### src/hdl/bitmap_slot_allocator_core_defines.svh
// Assertion macros shared by the allocator RTL
`ifndef BITMAP_SLOT_ALLOCATOR_CORE_DEFINES_SVH
`define BITMAP_SLOT_ALLOCATOR_CORE_DEFINES_SVH

// Same-cycle implication, held off during reset
`define BSA_ASSERT_SAME(label, clk, rst_n, ante, cons, msg) \
    label: assert property (@(posedge clk) disable iff (!(rst_n)) (ante) |-> (cons)) \
        else $error(msg);

// Next-cycle implication, held off during reset
`define BSA_ASSERT_NEXT(label, clk, rst_n, ante, cons, msg) \
    label: assert property (@(posedge clk) disable iff (!(rst_n)) (ante) |=> (cons)) \
        else $error(msg);

`endif

### src/hdl/bsa_pkg.sv
`default_nettype none

package bsa_pkg;

    // Width of the slot number fields
    localparam int SLOT_W = 11;

    // Bits per group in the two-step lowest-free-bit search
    localparam int GROUP_BITS = 8;

    // Fixed-point shift for the slot-to-word reciprocal divide
    localparam int DIV_SHIFT = 18;

    // Request codes
    localparam logic CMD_ALLOC   = 1'b0;
    localparam logic CMD_RELEASE = 1'b1;

    // Result status codes
    localparam logic STATUS_OK   = 1'b0;
    localparam logic STATUS_FULL = 1'b1;

    typedef struct packed {
        logic              command;
        logic [SLOT_W-1:0] slot_to_release;
    } t_request;

    typedef struct packed {
        logic [SLOT_W-1:0] granted_slot;
        logic              status;
    } t_result;

endpackage

`default_nettype wire

### src/hdl/bitmap_slot_allocator_core.sv
// Allocate: reads and checks words from the first-fit pointer upward (S_RD, S_CHK) until one
//   has a free bit, then marks it (S_PICK) and pulses o_done; with no slot free, reports full after the last word.
// Release: works out word and bit (S_REL_DV, S_REL_FX), reads and clears the bit (S_REL_RD, S_REL_WR), pulses o_done.
// One request at a time; a new request is taken in the cycle its predecessor's result shows.
// The receiver cannot stall; o_result shows the result with o_done and holds it until the next result.
// Reset clears the bitmap one word a cycle (WORD_COUNT words, 32 by default), busy high.
`default_nettype none

`include "bitmap_slot_allocator_core_defines.svh"

module bitmap_slot_allocator_core #(
    parameter int SLOTS     = 2048,
    parameter int WORD_BITS = 64
) (
    input  wire                 i_clk,
    input  wire                 i_rst_n,
    input  wire                 start,
    input  wire bsa_pkg::t_request i_request,
    output logic                busy,
    output logic                o_done,
    output bsa_pkg::t_result    o_result
);

    localparam int WORD_COUNT = (SLOTS - 1) / WORD_BITS + 1;
    localparam int WIDX_W     = (WORD_COUNT > 1) ? $clog2(WORD_COUNT) : 1;
    localparam int LAST_WORD  = WORD_COUNT - 1;
    localparam int LAST_BITS  = SLOTS - LAST_WORD * WORD_BITS;
    localparam int GROUPS     = (WORD_BITS + bsa_pkg::GROUP_BITS - 1) / bsa_pkg::GROUP_BITS;
    localparam int GRP_W      = (GROUPS > 1) ? $clog2(GROUPS) : 1;
    localparam int PAD_BITS   = GROUPS * bsa_pkg::GROUP_BITS;
    localparam int IN_W       = $clog2(bsa_pkg::GROUP_BITS);
    localparam int BIT_W      = GRP_W + IN_W;
    localparam int BP_W       = $clog2(WORD_BITS);
    localparam int GS_W       = WIDX_W + 7;
    localparam int CMP_W      = 18;
    localparam int RECIP      = ((1 << bsa_pkg::DIV_SHIFT) + WORD_BITS - 1) / WORD_BITS;
    localparam int PROD_W     = bsa_pkg::SLOT_W + bsa_pkg::DIV_SHIFT;

    typedef enum logic [8:0] {
        S_CLEAR  = 9'b000000001,
        S_IDLE   = 9'b000000010,
        S_RD     = 9'b000000100,
        S_CHK    = 9'b000001000,
        S_PICK   = 9'b000010000,
        S_REL_DV = 9'b000100000,
        S_REL_FX = 9'b001000000,
        S_REL_RD = 9'b010000000,
        S_REL_WR = 9'b100000000
    } t_state;

    t_state                         r_state, n_state;
    logic [WIDX_W-1:0]              r_addr, n_addr;
    logic [WIDX_W-1:0]              r_hint, n_hint;
    logic [PAD_BITS-1:0]            r_free, n_free;
    logic [GRP_W-1:0]               r_grp, n_grp;
    logic [bsa_pkg::SLOT_W-1:0]     r_slot, n_slot;
    logic [bsa_pkg::SLOT_W-1:0]     r_q, n_q;
    logic [BP_W-1:0]                r_bitpos, n_bitpos;
    logic                           r_rel_ok, n_rel_ok;
    logic                           r_done, n_done;
    bsa_pkg::t_result               r_result, n_result;

    // Bitmap storage
    logic [WORD_BITS-1:0]           r_mem [WORD_COUNT];
    logic [WORD_BITS-1:0]           r_rd_data;
    logic                           rd_en;
    logic                           wr_en;
    logic [WORD_BITS-1:0]           wr_data;

    // Search and divide datapath
    logic [WORD_BITS-1:0]           usable;
    logic [PAD_BITS-1:0]            free_pad;
    logic [GROUPS-1:0]              grp_any;
    logic [GRP_W-1:0]               first_grp;
    logic [bsa_pkg::GROUP_BITS-1:0] grp_bits;
    logic [IN_W-1:0]                first_in;
    logic [BIT_W-1:0]               pick_bit;
    logic [GS_W-1:0]                granted;
    logic [PROD_W-1:0]              div_prod;
    logic [bsa_pkg::SLOT_W-1:0]     rem_full;
    logic                           slot_in_range;

    assign busy   = (r_state != S_IDLE);
    assign o_done = r_done;
    assign o_result = r_result;

    // Mark padding bits of the last word as unusable
    always_comb begin
        for (int i = 0; i < WORD_BITS; i++) begin
            usable[i] = (r_addr != WIDX_W'(LAST_WORD)) || (i < LAST_BITS);
        end
    end

    // First step of the search: find the lowest group holding a free bit
    always_comb begin
        free_pad  = PAD_BITS'(~r_rd_data & usable);
        first_grp = '0;
        for (int g = 0; g < GROUPS; g++) begin
            grp_any[g] = |free_pad[g*bsa_pkg::GROUP_BITS +: bsa_pkg::GROUP_BITS];
        end
        for (int g = GROUPS - 1; g >= 0; g--) begin
            if (grp_any[g]) begin
                first_grp = GRP_W'(g);
            end
        end
    end

    // Second step: lowest free bit inside the chosen group
    always_comb begin
        grp_bits = r_free[r_grp*bsa_pkg::GROUP_BITS +: bsa_pkg::GROUP_BITS];
        first_in = '0;
        for (int k = bsa_pkg::GROUP_BITS - 1; k >= 0; k--) begin
            if (grp_bits[k]) begin
                first_in = IN_W'(k);
            end
        end
        pick_bit = {r_grp, first_in};
        granted  = GS_W'(r_addr) * GS_W'(WORD_BITS) + GS_W'(pick_bit);
    end

    // Slot to word and bit: reciprocal multiply, exact for 11-bit slots
    always_comb begin
        div_prod      = PROD_W'(r_slot) * PROD_W'(RECIP);
        rem_full      = r_slot - bsa_pkg::SLOT_W'(r_q * bsa_pkg::SLOT_W'(WORD_BITS));
        slot_in_range = (CMP_W'(r_slot) < CMP_W'(SLOTS));
    end

    // Sequencer
    always_comb begin
        n_state  = r_state;
        n_addr   = r_addr;
        n_hint   = r_hint;
        n_free   = r_free;
        n_grp    = r_grp;
        n_slot   = r_slot;
        n_q      = r_q;
        n_bitpos = r_bitpos;
        n_rel_ok = r_rel_ok;
        n_done   = 1'b0;
        n_result = r_result;
        rd_en    = 1'b0;
        wr_en    = 1'b0;
        wr_data  = '0;
        unique case (r_state)
            S_CLEAR: begin
                wr_en = 1'b1;
                if (r_addr == WIDX_W'(LAST_WORD)) begin
                    n_addr  = '0;
                    n_hint  = '0;
                    n_state = S_IDLE;
                end else begin
                    n_addr = r_addr + 1'b1;
                end
            end
            S_IDLE: begin
                if (start) begin
                    n_slot = i_request.slot_to_release;
                    if (i_request.command == bsa_pkg::CMD_RELEASE) begin
                        n_state = S_REL_DV;
                    end else begin
                        n_addr  = r_hint;
                        n_state = S_RD;
                    end
                end
            end
            S_RD: begin
                rd_en   = 1'b1;
                n_state = S_CHK;
            end
            S_CHK: begin
                // Advance past full words; report full after the last one
                if (|free_pad) begin
                    n_free  = free_pad;
                    n_grp   = first_grp;
                    n_state = S_PICK;
                end else if (r_addr == WIDX_W'(LAST_WORD)) begin
                    n_hint                = r_addr;
                    n_done                = 1'b1;
                    n_result.granted_slot = '0;
                    n_result.status       = bsa_pkg::STATUS_FULL;
                    n_state               = S_IDLE;
                end else begin
                    n_addr  = r_addr + 1'b1;
                    n_state = S_RD;
                end
            end
            S_PICK: begin
                wr_en                 = 1'b1;
                wr_data               = r_rd_data | (WORD_BITS'(1) << pick_bit);
                n_hint                = r_addr;
                n_done                = 1'b1;
                n_result.granted_slot = bsa_pkg::SLOT_W'(granted);
                n_result.status       = bsa_pkg::STATUS_OK;
                n_state               = S_IDLE;
            end
            S_REL_DV: begin
                n_q      = bsa_pkg::SLOT_W'(div_prod >> bsa_pkg::DIV_SHIFT);
                n_rel_ok = slot_in_range;
                n_state  = S_REL_FX;
            end
            S_REL_FX: begin
                n_addr   = WIDX_W'(r_q);
                n_bitpos = BP_W'(rem_full);
                n_state  = S_REL_RD;
            end
            S_REL_RD: begin
                rd_en   = r_rel_ok;
                n_state = S_REL_WR;
            end
            S_REL_WR: begin
                // Drop the bit and pull the first-fit pointer down if needed
                if (r_rel_ok) begin
                    wr_en   = 1'b1;
                    wr_data = r_rd_data & ~(WORD_BITS'(1) << r_bitpos);
                    if (r_addr < r_hint) begin
                        n_hint = r_addr;
                    end
                end
                n_done                = 1'b1;
                n_result.granted_slot = r_slot;
                n_result.status       = bsa_pkg::STATUS_OK;
                n_state               = S_IDLE;
            end
            default: begin
                n_state = S_CLEAR;
                n_addr  = '0;
            end
        endcase
    end

    // Control registers
    always_ff @(posedge i_clk) begin
        if (!i_rst_n) begin
            r_state <= S_CLEAR;
            r_addr  <= '0;
            r_hint  <= '0;
            r_done  <= 1'b0;
        end else begin
            r_state <= n_state;
            r_addr  <= n_addr;
            r_hint  <= n_hint;
            r_done  <= n_done;
        end
    end

    // Datapath registers
    always_ff @(posedge i_clk) begin
        r_free   <= n_free;
        r_grp    <= n_grp;
        r_slot   <= n_slot;
        r_q      <= n_q;
        r_bitpos <= n_bitpos;
        r_rel_ok <= n_rel_ok;
        r_result <= n_result;
    end

    // Bitmap memory: one write and one registered read a cycle
    always_ff @(posedge i_clk) begin
        if (wr_en) begin
            r_mem[r_addr] <= wr_data;
        end
        if (rd_en) begin
            r_rd_data <= r_mem[r_addr];
        end
    end

    `BSA_ASSERT_NEXT(a_accept_busy, i_clk, i_rst_n,
                     start && !busy, busy,
                     "request accepted but block not busy")
    `BSA_ASSERT_SAME(a_pick_nonempty, i_clk, i_rst_n,
                     r_state == S_PICK, r_free != '0,
                     "pick with no free bit")
    `BSA_ASSERT_SAME(a_full_zero, i_clk, i_rst_n,
                     o_done && o_result.status == bsa_pkg::STATUS_FULL,
                     o_result.granted_slot == '0,
                     "full result with nonzero slot")
    `BSA_ASSERT_SAME(a_done_idle, i_clk, i_rst_n,
                     o_done, r_state == S_IDLE,
                     "result shown while sequencer busy")

endmodule

`default_nettype wire

### config.mk
export PLATFORM = sky130hd
export DESIGN_NAME = bitmap_slot_allocator_core
export DESIGN_NICKNAME = d
export VERILOG_FILES = /design/src/hdl/bsa_pkg.sv /design/src/hdl/bitmap_slot_allocator_core.sv
export VERILOG_INCLUDE_DIRS = /design/src /design/src/hdl
export SDC_FILE = /design/constraint.sdc
export NUM_CORES = 2
export LEC_CHECK = 0
export BUFFER_PORTS_ARGS = -buffer_cell sky130_fd_sc_hd__buf_2
export CAP_MARGIN = 20
export CORE_UTILIZATION = 40
export DETAILED_ROUTE_END_ITERATION = 10
export PLACE_DENSITY_LB_ADDON = 0.3
export SLEW_MARGIN = 20
export SYNTH_ARGS = -nofsm -noshare
export SYNTH_HDL_FRONTEND = slang
export SYNTH_SLANG_ARGS = --single-unit
### constraint.sdc
create_clock -name i_clk -period 6.8 [get_ports i_clk]
set_clock_uncertainty 0.05 [all_clocks]
set_input_delay 0.68 -clock i_clk [delete_from_list [all_inputs] [get_ports i_clk]]
set_output_delay 0.68 -clock i_clk [all_outputs]
set_load 0.01 [all_outputs]
==> metrics.txt <==
layout cells sized above 1=around a quarter; final hold violations=0; Area contributors post-synth=edfxtp_1, mux4_2, a22oi_1; CTS Buffer Depth=3; Max IR drop VDD=0.286 mV; Critical Path RT=between 7 and 8 ns; Mapped Avg Cell Area=~22 um2; sequential fraction of the synthesis area=78.4%; Die W=464 um; Mapped Cells=3893; Post-synth EDFFs=2213; Worst Tran Pin Value=between 1 and 1.5 ns; Yosys cell types=slightly above 70; row count=~170; DRC=0; yosys warns=0; post-DR wirelength/cell=~33 um; max-slew violations=0; Hold Crit Class=input pin to flop; Antenna diodes=0; setup TNS after final layout=0 ns; Pre-antenna DRT Iters=6; vias in the first global route=~43000; height of the die=between 400 and 500 um; area share of the largest cell type after synthesis=between 70% and 80%; clk root buf=clkbuf_16; IO Pins=29; CP cell instances=nor2b_1 -> a22oi_1 -> and3_1 -> o211ai_1 -> nand3_2 -> o21ai_2; Via Count=~42000; Overall Power=between 20 and 30 mW; post-synth top area cell=edfxtp_1; post-CTS setup buffer count=0; RSZ-0062 raised after global routing=false; Placer Congestion=0.933; vias per cell=6.01; Setup crit start kind=flop; Starting Density=about two fifths; grt ovf=0; H-tree levels=4; 1st-iter DRT viols=approximately 5600; Max-cap violations=0; slew margin rel.=a little under a quarter; FF+latch count, synth=2233; fin crit period=around 5 ns; Post-DRT Antenna Nets=0; Crit Path Class=flop to flop; largest net degree at the start of global routing=roughly 110; Critical Path Slowest Stage Cell=o21ai_2; CTS tree=built; Clock Sink Count=about 2200; crit-path max FO=32; Nets=4091; Detailed Place HPWL=~120000 um; die footprint=215000 um2; Area Growth Syn to Fin=13.9%; routed wire length=approximately 230000 um; first-pass GRT wire length=around 320000 um; dominant synthesized flop cell=edfxtp_1; Critical Path AT=between 5 and 6 ns; Synth Cell Area=about 85000 um2; Skew-Pair Late Insertion Delay=0.87 ns; outcome=completed; Clk pin slew, worst setup/hold paths=0.07 ns; final critical-path share of the clock period=73.6%; synthesized net count=3917; fmax=between 0.15 and 0.2 GHz; port bufs=28; PwrDens=283 nW/um2; asr flop ratio synth=0%; number of CTS-inserted buffers=~210; initial antenna violation count=1; Total GRT Usage=a little over a fifth; Max stage delay on crit path=around 1.2 ns; CORE AREA=about 210000 um2; leakage=~27 nW; Crit. End Element=flop; Final setup viols=0
-- metrics by stage --
stage	hold slack [ns]	worst slack (ns)	area, um2	util [%]	instances
CTS	0.0491	1.38	96900	45.7	7052
finish	0.0820	1.79	97200	45.8	7062
global route	0.0403	1.60	97200	45.8	7062
global placement	0.389	1.55	90100	42.5	6650
floorplan	0.376	0.861	85300	-	3893
detailed placement	0.401	1.43	90100	42.5	6652
-- cells in the mapped netlist (3+ instances only) --
cell         n
and3_1       5
nand3_1     26
or2_2        3
dfxtp_1     20
a21oi_1     45
mux4_2     517
and2_1       4
inv_1       80
o311ai_0     4
buf_2       31
edfxtp_1  2213
or3_1       11
nand4_1     84
nor3_1      17
a221oi_1     3
nor3_2       4
o41ai_1      3
nor2b_1      8
nand2b_1    13
a22o_1       8
nor2_1      60
a22oi_1    260
o31ai_1     14
mux2i_1     29
o211ai_1    32
nor3b_1      6
nor4_4       4
clkbuf_1   141
nand2_1     50
ha_1         9
o21ai_1     35
a21o_1       4
a211oi_1     4
xnor2_1      4
o21ai_0     48
buf_1       40
and3b_1      3
nor4_1       6
-- cell usage in the layout (no fill, tap or decap), types with 18 or more instances in the layout --
cell / instances
nand4_1: 84
mux2i_1: 29
a21oi_1: 41
clkinv_1: 45
dfxtp_1: 18
clkbuf_16: 215
clkbuf_1: 57
buf_4: 96
edfxtp_1: 2213
a22oi_1: 260
inv_1: 80
buf_12: 29
nand2_1: 50
clkinv_2: 39
nand3_1: 23
mux4_2: 517
nor2_1: 27
o21ai_0: 31
nor2_4: 33
buf_2: 28
o211ai_1: 32
o21ai_4: 35
-- logic make-up after synthesis --
logic type / Yosys count / synth area share, %
DFF: 2233 / 78.4
muxes: 549 / 14.0
AOI/OAI and AO/OA: 486 / 3.99
and+or+nand+nor: 315 / 2.07
buffers and inverters: 297 / 1.38
adders and majority gates: 9 / 0.132
xor gates and xnor gates: 4 / 0.0411
-- area by class of cell --
class	instances	area, um2
Clock buffer	272	5590
Clock inverter	118	1040
Fill cell	17500	115000
Inverter	81	304
Multi-Input combinational cell	1363	18200
Sequential cell	2233	66900
Tap cell	2821	3530
Timing Repair Buffer	174	1670
-- power by group --
part | switching, mW | leakage, nW | internal (mW) | total, mW
clock network | 5.18 | 3.23 | 6.23 | 11.4
logic | 0.589 | 5.48 | 0.403 | 0.992
registers | 0.0566 | 18.5 | 15.1 | 15.1
-- flip-flops by register name, summed over array words and instances, names as in the netlist --
name and count:
r_q 5, r_mem 2048, r_bitpos 6, r_hint 5
r_addr 5, r_slot 11, r_rd_data 64, r_grp 3
r_free 64, o_done 1, o_result 12, r_state 9
-- what timing repair did --
item,4_1_cts,5_1_grt
hold endpoints to repair,9,0
setup endpoints to repair,0,0
hold buffers,10,0
gates resized for setup,0,0
-- critical path, delay by kind of cell, from the launching register on --
| kind | cells | cell delay (ns) |
|---|---|---|
| simple gates | 3 | 1.78 |
| flops | 1 | 0.88 |
| compound gates | 3 | 1.93 |
-- routing by layer --
metal	GRT usage [%]	wire length, um	vias up
met1	30.1	94300	23000
met2	34.2	112000	2109
met5	0	0	-
li1	-	-	17000
met3	3.84	19800	333
met4	6.06	5980	0
-- path summary, 6_finish.rpt --
kind | start | endpoint | slack, ns | cells after the start
hold / removal | i_request[1] | r_slot[1]$_DFFE_PP_ | 0.08 | 1
setup reg to reg | r_grp[1]$_SDFFCE_PP0P_ | r_mem[10][43]$_DFFE_PP_ | 1.79 | 6
setup / recovery | r_grp[1]$_SDFFCE_PP0P_ | r_mem[10][43]$_DFFE_PP_ | 1.79 | 6
hold reg to reg | r_hint[1]$_SDFFE_PN0P_ | r_hint[1]$_SDFFE_PN0P_ | 0.41 | 2
(Power assumes the default switching activity.)
